===== config.mk =====
export PLATFORM = sky130hd
export DESIGN_NAME = msmix_voice_seq
export DESIGN_NICKNAME = d
export VERILOG_FILES = /design/src/sv/msmix_pkg.sv /design/src/sv/msmix_voice_seq.sv
export SDC_FILE = /design/constraint.sdc
export NUM_CORES = 1
export LEC_CHECK = 0
export ABC_CLOCK_PERIOD_IN_PS = 2100
export BUFFER_PORTS_ARGS = -buffer_cell sky130_fd_sc_hd__buf_2
export CAP_MARGIN = 20
export CORE_AREA = 2 2 153 125
export CTS_CLUSTER_SIZE = 12
export DETAILED_ROUTE_END_ITERATION = 8
export DIE_AREA = 0 0 155 127
export GPL_ROUTABILITY_DRIVEN = 0
export PLACE_DENSITY = 0.61
export SLEW_MARGIN = 5
export SYNTH_ARGS = -nofsm -noshare
export SYNTH_HDL_FRONTEND = slang
export SYNTH_SLANG_ARGS = --single-unit

===== constraint.sdc =====
create_clock -name aclk -period 2.1 [get_ports aclk]
set_input_delay 0.105 -clock aclk [delete_from_list [all_inputs] [get_ports aclk]]
set_output_delay 0.105 -clock aclk [all_outputs]
set_load 0.1 [all_outputs]

===== src/sv/msmix_pkg.sv =====
// Shared types and constants for the multi-voice sample mixer.
// No dependencies; every other file takes names from here by scope or by import.
package msmix_pkg;

    // Voice count and sample store size
    localparam int VOICE_COUNT = 6;
    localparam int STORE_DEPTH = 16384;

    // Fixed field widths of the item ports
    localparam int MODE_W   = 2;
    localparam int IN_ADDR_W = 14;
    localparam int SAMPLE_W = 8;
    localparam int TAKEN_W  = 3;

    // Derived widths (store depth is a power of two)
    localparam int STORE_AW = $clog2(STORE_DEPTH);
    localparam int VIDX_W   = (VOICE_COUNT > 1) ? $clog2(VOICE_COUNT) : 1;
    localparam int CNT_W    = $clog2(VOICE_COUNT + 1);

    // Item modes
    localparam logic [MODE_W-1:0] MODE_LOAD    = 2'd0;
    localparam logic [MODE_W-1:0] MODE_TRIGGER = 2'd1;
    localparam logic [MODE_W-1:0] MODE_TICK    = 2'd2;

    // Bias applied per active voice: (b >> 1) - 64, as an 8-bit addend
    localparam logic [SAMPLE_W-1:0] VOICE_BIAS = 8'd192;

    typedef enum logic [1:0] {
        ST_IDLE,
        ST_SCAN,
        ST_DONE
    } state_t;

    // Sample store access from the sequencer
    typedef struct packed {
        logic                  we;
        logic [STORE_AW-1:0]   waddr;
        logic [SAMPLE_W-1:0]   wdata;
        logic [STORE_AW-1:0]   raddr;
    } store_req_t;

    // Finished result handed to the output stage
    typedef struct packed {
        logic [SAMPLE_W-1:0] mixed_sample;
        logic                trigger_dropped;
        logic [TAKEN_W-1:0]  voice_taken;
    } result_t;

endpackage


===== src/sv/msmix_voice_seq.sv =====
// Voice sequencer: holds voice addresses and walks the voices through one
// shared store read port and one 8-bit accumulator. Depends on msmix_pkg.
module msmix_voice_seq (
    input  logic                            aclk,
    input  logic                            aresetn,
    // item in
    input  logic                            in_valid,
    output logic                            in_ready,
    input  logic [msmix_pkg::MODE_W-1:0]    in_mode,
    input  logic [msmix_pkg::IN_ADDR_W-1:0] in_address,
    input  logic [msmix_pkg::SAMPLE_W-1:0]  in_data,
    // store port
    output msmix_pkg::store_req_t           store_req,
    input  logic [msmix_pkg::SAMPLE_W-1:0]  rd_byte,
    // result out
    output logic                            res_valid,
    input  logic                            res_ready,
    output msmix_pkg::result_t              res
);

    localparam logic [msmix_pkg::CNT_W-1:0] CNT_LAST =
        msmix_pkg::CNT_W'(msmix_pkg::VOICE_COUNT);
    localparam logic [msmix_pkg::VIDX_W-1:0] IDX_LAST =
        msmix_pkg::VIDX_W'(msmix_pkg::VOICE_COUNT - 1);
    localparam logic [msmix_pkg::STORE_AW-1:0] ADDR_LAST =
        msmix_pkg::STORE_AW'(msmix_pkg::STORE_DEPTH - 1);

    msmix_pkg::state_t state_reg, state_next;

    logic [msmix_pkg::STORE_AW-1:0] voice_addr_reg [msmix_pkg::VOICE_COUNT];
    logic [msmix_pkg::STORE_AW-1:0] voice_addr_next [msmix_pkg::VOICE_COUNT];

    logic [msmix_pkg::MODE_W-1:0]   mode_reg, mode_next;
    logic [msmix_pkg::STORE_AW-1:0] start_reg, start_next;
    logic [msmix_pkg::SAMPLE_W-1:0] acc_reg, acc_next;
    logic                           dropped_reg, dropped_next;
    logic [msmix_pkg::TAKEN_W-1:0]  taken_reg, taken_next;
    logic [msmix_pkg::CNT_W-1:0]    cnt_reg, cnt_next;
    logic                           pend_valid_reg, pend_valid_next;
    logic [msmix_pkg::VIDX_W-1:0]   pend_idx_reg, pend_idx_next;
    logic [msmix_pkg::STORE_AW-1:0] pend_addr_reg, pend_addr_next;

    logic                           accept;
    logic                           issue;
    logic                           eval;
    logic                           busy;
    logic                           scan_end;
    logic [msmix_pkg::STORE_AW-1:0] rd_addr;
    logic [msmix_pkg::STORE_AW-1:0] step_addr;

    assign in_ready = (state_reg == msmix_pkg::ST_IDLE);
    assign accept   = in_valid && in_ready;

    // Read one voice per cycle, judge the one read the cycle before
    assign issue     = (state_reg == msmix_pkg::ST_SCAN) && (cnt_reg < CNT_LAST);
    assign eval      = (state_reg == msmix_pkg::ST_SCAN) && pend_valid_reg;
    assign busy      = (rd_byte != '0);
    assign rd_addr   = voice_addr_reg[cnt_reg[msmix_pkg::VIDX_W-1:0]];
    assign step_addr = (pend_addr_reg == ADDR_LAST) ? '0 : pend_addr_reg + 1'b1;
    assign scan_end  = eval && ((pend_idx_reg == IDX_LAST) ||
                       (mode_reg == msmix_pkg::MODE_TRIGGER && !busy));

    // Next state
    always_comb begin
        state_next = state_reg;
        case (state_reg)
            msmix_pkg::ST_IDLE: begin
                if (accept) begin
                    if (in_mode == msmix_pkg::MODE_TRIGGER ||
                        in_mode == msmix_pkg::MODE_TICK) begin
                        state_next = msmix_pkg::ST_SCAN;
                    end else begin
                        state_next = msmix_pkg::ST_DONE;
                    end
                end
            end
            msmix_pkg::ST_SCAN: begin
                if (scan_end) begin
                    state_next = msmix_pkg::ST_DONE;
                end
            end
            msmix_pkg::ST_DONE: begin
                if (res_ready) begin
                    state_next = msmix_pkg::ST_IDLE;
                end
            end
            default: state_next = msmix_pkg::ST_IDLE;
        endcase
    end

    // Datapath and store port
    always_comb begin
        voice_addr_next = voice_addr_reg;
        mode_next       = mode_reg;
        start_next      = start_reg;
        acc_next        = acc_reg;
        dropped_next    = dropped_reg;
        taken_next      = taken_reg;
        cnt_next        = cnt_reg;
        pend_valid_next = issue;
        pend_idx_next   = cnt_reg[msmix_pkg::VIDX_W-1:0];
        pend_addr_next  = rd_addr;

        store_req.we    = 1'b0;
        store_req.waddr = msmix_pkg::STORE_AW'(in_address);
        store_req.wdata = in_data;
        store_req.raddr = rd_addr;

        if (accept) begin
            // latch the item and clear the result (a tick's mix starts from its data)
            mode_next       = in_mode;
            start_next      = msmix_pkg::STORE_AW'(in_address);
            acc_next        = (in_mode == msmix_pkg::MODE_TICK) ? in_data : '0;
            dropped_next    = 1'b0;
            taken_next      = '0;
            cnt_next        = '0;
            pend_valid_next = 1'b0;
            if (in_mode == msmix_pkg::MODE_LOAD &&
                msmix_pkg::STORE_AW'(in_address) != '0) begin
                store_req.we = 1'b1;
            end
        end

        if (issue) begin
            cnt_next = cnt_reg + 1'b1;
        end

        if (eval) begin
            case (mode_reg)
                msmix_pkg::MODE_TRIGGER: begin
                    // hand the clip to the first silent voice
                    if (!busy) begin
                        voice_addr_next[pend_idx_reg] = start_reg;
                        taken_next = msmix_pkg::TAKEN_W'(pend_idx_reg);
                    end else if (pend_idx_reg == IDX_LAST) begin
                        dropped_next = 1'b1;
                    end
                end
                msmix_pkg::MODE_TICK: begin
                    // mix in an active voice and advance it
                    if (busy) begin
                        acc_next = acc_reg + {1'b0, rd_byte[msmix_pkg::SAMPLE_W-1:1]}
                                   + msmix_pkg::VOICE_BIAS;
                        voice_addr_next[pend_idx_reg] = step_addr;
                    end
                end
                default: begin
                end
            endcase
        end
    end

    // Registers
    always_ff @(posedge aclk) begin
        if (!aresetn) begin
            state_reg      <= msmix_pkg::ST_IDLE;
            pend_valid_reg <= 1'b0;
            cnt_reg        <= '0;
            for (int i = 0; i < msmix_pkg::VOICE_COUNT; i++) begin
                voice_addr_reg[i] <= '0;
            end
        end else begin
            state_reg      <= state_next;
            pend_valid_reg <= pend_valid_next;
            cnt_reg        <= cnt_next;
            voice_addr_reg <= voice_addr_next;
        end
    end

    always_ff @(posedge aclk) begin
        mode_reg      <= mode_next;
        start_reg     <= start_next;
        acc_reg       <= acc_next;
        dropped_reg   <= dropped_next;
        taken_reg     <= taken_next;
        pend_idx_reg  <= pend_idx_next;
        pend_addr_reg <= pend_addr_next;
    end

    // Result outputs
    always_comb begin
        res_valid           = (state_reg == msmix_pkg::ST_DONE);
        res.mixed_sample    = acc_reg;
        res.trigger_dropped = dropped_reg;
        res.voice_taken     = taken_reg;
    end

endmodule


-- Word-level counts from Yosys, hierarchy flattened
Index checks and enable logic that the tools add are counted.
- memory bits (read-only): 0
- bits in latches: 0
- memory bits (writable): 0
- memories kept: 0
- register bits after elaboration: 135
- order comparisons: 4
- add/sub/neg operators: 4
- bitwise gates (word level): 3
- shifts and indexed selects: 0
- equality and inequality tests: 13
- divide/modulo/power cells: 0
- multipliers: 0
- multiplexer cells: 34
- reduce and logical (&&, ||, !) cells: 19
- operator list (kind ; number):
    $bwmux W84 ; 2
    $mux W84 ; 2
    $pmux W84 S2 ; 1
    $mux W14 ; 4
    $bmux W14 S3 ; 1
    $demux W14 S3 ; 1
    $mux W8 ; 5
    $mux W3 ; 6
    $add A14 B1 Y14 const B ; 1
    $eq A14 B14 Y1 const B ; 1
    $reduce_bool A14 Y1 ; 1
    $add A8 B7 Y8 ; 1
    $add A8 B8 Y8 const B ; 1
    $ge A4 B4 Y1 const B ; 2
    $mux W2 ; 4
    $not A3 Y4 ; 2
    $reduce_bool A8 Y1 ; 1
    $logic_and A1 B1 Y1 ; 7
    $mux W1 ; 7
    $eq A2 B1 Y1 const B ; 3
    $eq A2 B2 Y1 const B ; 3
    $ne A2 B2 Y1 const B ; 3
    $pmux W2 S3 ; 1
    $logic_not A2 Y1 ; 2
    other kinds (12) ; 15

-- Longest topological paths before layout
- word-level depth: 8
- mapped depth: 9
- gate-level depth less buffers: 9

-- Least setup slack after synthesis
Ideal clock, no wire load.
- path kind: reg-to-output
- start: register state_reg[0]
- end: output port store_req[36] (netlist bit)
- required time: 1995 ps
- setup slack: -2477 ps
- arrival time: 4472 ps
- buffers on the path: 2
- stages on the path, launching flop included: 8
- cells stage by stage: dfxtp_1 -> clkbuf_1 -> nor2_1 -> nand2_1 -> inv_1 -> clkbuf_1 -> nand2_1 -> a31oi_1
- RTL lines (what ; line ; RTL):
    start: declaration ; msmix_voice_seq.sv:28 ; msmix_pkg::state_t state_reg, state_next;
    start signal: assignment ; msmix_voice_seq.sv:156 ; state_reg <= msmix_pkg::ST_IDLE;
    start signal: assignment ; msmix_voice_seq.sv:163 ; state_reg <= state_next;
    end: declaration ; msmix_voice_seq.sv:13 ; output msmix_pkg::store_req_t store_req,

-- Worst setup path in the final report
- start: register acc_reg[1] (netlist bit)
- end: register acc_reg[7] (netlist bit)
- word-level cells in the longest chain between the ends: 5
- RTL lines (what ; line ; RTL):
    start: declaration ; msmix_voice_seq.sv:35 ; logic [msmix_pkg::SAMPLE_W-1:0] acc_reg, acc_next;
    start signal: assignment ; msmix_voice_seq.sv:173 ; acc_reg <= acc_next;
    $add A8 B7 Y8 ; msmix_voice_seq.sv:142 ; acc_next = acc_reg + {1'b0, rd_byte[msmix_pkg::SAMPLE_W-1:1]}
    $add A8 B8 Y8 ; msmix_voice_seq.sv:143 ; + msmix_pkg::VOICE_BIAS;
    $mux W8 ; msmix_voice_seq.sv:141 ; if (busy) begin
    $mux W8 ; msmix_voice_seq.sv:129 ; case (mode_reg)
    $mux W8 ; msmix_voice_seq.sv:128 ; if (eval) begin
    via acc_next (one bit) ; msmix_voice_seq.sv:35 ;
The timed path passes the listed nets, and every way through them passes these cells.
A chain may end at the register's enable or synchronous reset.

==> impl_metrics.json <==
{
  "power_frac_clock": 0.446,
  "cts.htree.levels": 4,
  "outcome": "finished with violations",
  "hp-class": "input port to flip-flop",
  "crit_fanout": 3,
  "ff2ff_path_depth": 8,
  "synthTopCellsByArea": "dfxtp_1 (38%), mux2i_1 (9.3%), edfxtp_1 (7.7%), mux4_2 (5.1%), nor2_1 (4.6%)",
  "clkTransAtPathRegs_ps": 60,
  "place_hpwl_mm": 12.0,
  "syn_inst": 626,
  "yosysTopAreaCell": "dfxtp_1",
  "synth-edff-count": 16,
  "rsz0062_at_grt": "yes",
  "cts_max_path_buffers": 2,
  "worst_pin_slew_ps": 694,
  "numPortBuffers": 86,
  "layout-drive-gt1-share": 0.362,
  "netSwitchingFraction": 0.294,
  "wl_mm": 18.2,
  "worst_ep_arrival_time_ps": 2540,
  "dieArea_um2": 19700,
  "finalInstanceArea_um2": 9050,
  "num_antenna_cells": 0,
  "ant_nets": 0,
  "yosys.area.top_type_share": 0.383,
  "clk_latency_ps": 420,
  "p_int_mw": 4.97,
  "crit_required_ps": 2440,
  "holdPathStages": 3,
  "grt_pass1_wl_mm": 28.1,
  "relSlewSlack": 0.534,
  "fmaxAchievable_mhz": 454,
  "synthesis.nets": 680,
  "ir_worst_vdd_v": 0.000647,
  "core.rowCount": 44,
  "drt-initial-drc-count": 372,
  "worst_clock_skew_ps": 5.35,
  "async_flop_share": 0,
  "p_comb_frac": 0.167,
  "startpoint_type": "flip-flop",
  "layout_common_cells": "dfxtp_1 (109), buf_4 (74), buf_2 (73)",
  "violations": "setup timing",
  "overflow": 0,
  "largest_reg_flops": 84,
  "grt_util_all_layers": 0.182,
  "finalSetupViolCount": 2,
  "drc": 0,
  "syn_avg_cell_area_um2": 9.93,
  "final_common_cell": "dfxtp_1",
  "post-route-period-util": 1.05,
  "path_class": "flip-flop to flip-flop",
  "power_density_nw_per_um2": 778,
  "synth-seq-cells": 135,
  "finalHoldViolCount": 0,
  "p_seq_frac": 0.387,
  "crit_path_end_kind": "flip-flop",
  "dpl_worst_slack_ps": -223,
  "wl_per_cell_um": 17.6,
  "start_util": 0.345,
  "grt_pass1_vias": 5483,
  "max_cap_viol_count": 0,
  "switchingPower_mw": 2.07,
  "utilization": 0.503,
  "yosys_warnings": 0,
  "dieHeight_um": 127,
  "die_w_um": 155,
  "dr.pass1.iters": 7,
  "cts_buffers": 17,
  "synth_seq_area_share": 0.460,
  "cts_root_buf": "clkbuf_16",
  "finalWorstSetupSlack_ps": -101,
  "vias_per_cell": 5.33,
  "cts_sinks": 135,
  "core_area_um2": 18000,
  "power.leakage_nw": 3.39,
  "cts_tree": "built",
  "min_period_ps": 2200,
  "n_fill_cell": 1547,
  "ios": 87,
  "ys.flop_type": "dfxtp_1",
  "place_area_um2": 7830,
  "tns_ps": -134,
  "final_nets": 845,
  "vias": 5512,
  "antenna_found_initial": 0,
  "power_mw": 7.04,
  "grt_max_degree": 63,
  "syn_to_final_growth_pct": 45.6,
  "synth_cell_type_count": 52,
  "netlist_area_um2": 6220,
  "slew_violations": 0
}
[critical path, cell delays in order, from the launching register on]
cell and delay [ps]:
dfxtp_4 350, ha_4 220, ha_4 160, fa_2 410, a211oi_4 230, o21a_1 160, nor4_1 60, or4_1 470
o31ai_1 70
[worst paths after layout]
| check | start | endpoint | slack (ps) |
|---|---|---|---|
| worst max-delay path | acc_reg[1]$_DFF_P_ | acc_reg[7]$_DFF_P_ | -100 |
| worst min-delay path | aresetn | voice_addr_reg[25]$_SDFFE_PN0P_ | 30 |
| worst max register to register | acc_reg[1]$_DFF_P_ | acc_reg[7]$_DFF_P_ | -100 |
| worst min register to register | taken_reg[0]$_DFF_P_ | taken_reg[0]$_DFF_P_ | 470 |
[repair_timing]
action	CTS	global route
cloned	0	5
hold buffers	22	0
setup endpoints to repair	20	74
setup buffers	3	16
endpoints found under the hold margin	22	0
resized for setup	5	29
pin swaps	5	11
[layer usage]
layer,GRT usage,share of wire,routed length [µm],vias up
li1,-,-,-,2605
met1,0.238,0.45,8270,2721
met2,0.299,0.48,8770,157
met3,0.0410,0.046,832,29
met4,0.0599,0.018,334,0
met5,0,0,0,-
[layout make-up]
cell class | count | area [µm²] | area share
multi-input cells | 402 | 3320 | 0.367
flip-flops and latches | 135 | 2890 | 0.319
repair buffers | 206 | 1830 | 0.202
clock buffers | 17 | 425 | 0.0470
well taps | 230 | 288 | 0.0318
clock inverters | 15 | 191 | 0.0211
inverters | 29 | 109 | 0.0120
[cells by family after synthesis]
| family | after synthesis | synth area share |
|---|---|---|
| AO/OA/AOI/OAI | 144 | 0.153 |
| XOR/XNOR | 10 | 0.0141 |
| multiplexers | 72 | 0.144 |
| adder cells (fa/ha/maj) | 18 | 0.0374 |
| flip-flops | 135 | 0.460 |
| buffers and inverters | 89 | 0.0710 |
| AND/OR/NAND/NOR | 158 | 0.120 |
[power groups by stage]
stage          clock network, mW  registers (mW)  logic, mW
6_report                    3.14            2.73       1.17
5_1_grt                     3.30            2.73       1.24
4_1_cts                     3.18            2.72       1.13
3_5_place_dp                   0            2.77       1.08
3_3_place_gp                   0            2.78       1.06
2_1_floorplan                  0            2.92      0.613
[synthesized netlist by cell type, types with 2 or more instances]
cell type	number
a31oi_1	18
nor2_1	77
or4_4	2
nand3_1	12
mux2i_1	58
clkbuf_1	30
a211oi_2	6
a22oi_1	4
nand2_1	21
a211oi_1	27
ha_1	17
or4_1	4
buf_2	2
nor2b_1	2
nand2b_1	5
a21o_1	2
a21oi_1	24
mux4_2	14
nand4_1	4
and3_1	4
and2_1	2
edfxtp_1	16
buf_1	2
dfxtp_1	119
o22ai_1	17
buf_4	24
nor3_1	8
nor4_1	10
or3_1	2
xnor2_1	2
o21a_1	2
xor2_1	8
buf_6	2
o21ai_0	31
o31ai_1	4
inv_1	28
[through the flow]
step	cells	hold slack (ps)
floorplan	626	204
global placement	956	302
detailed placement	956	304
CTS	1013	18.4
global route	1034	30.1
finish	1034	31.3
Note: power is estimated with default switching activity, not from simulation.
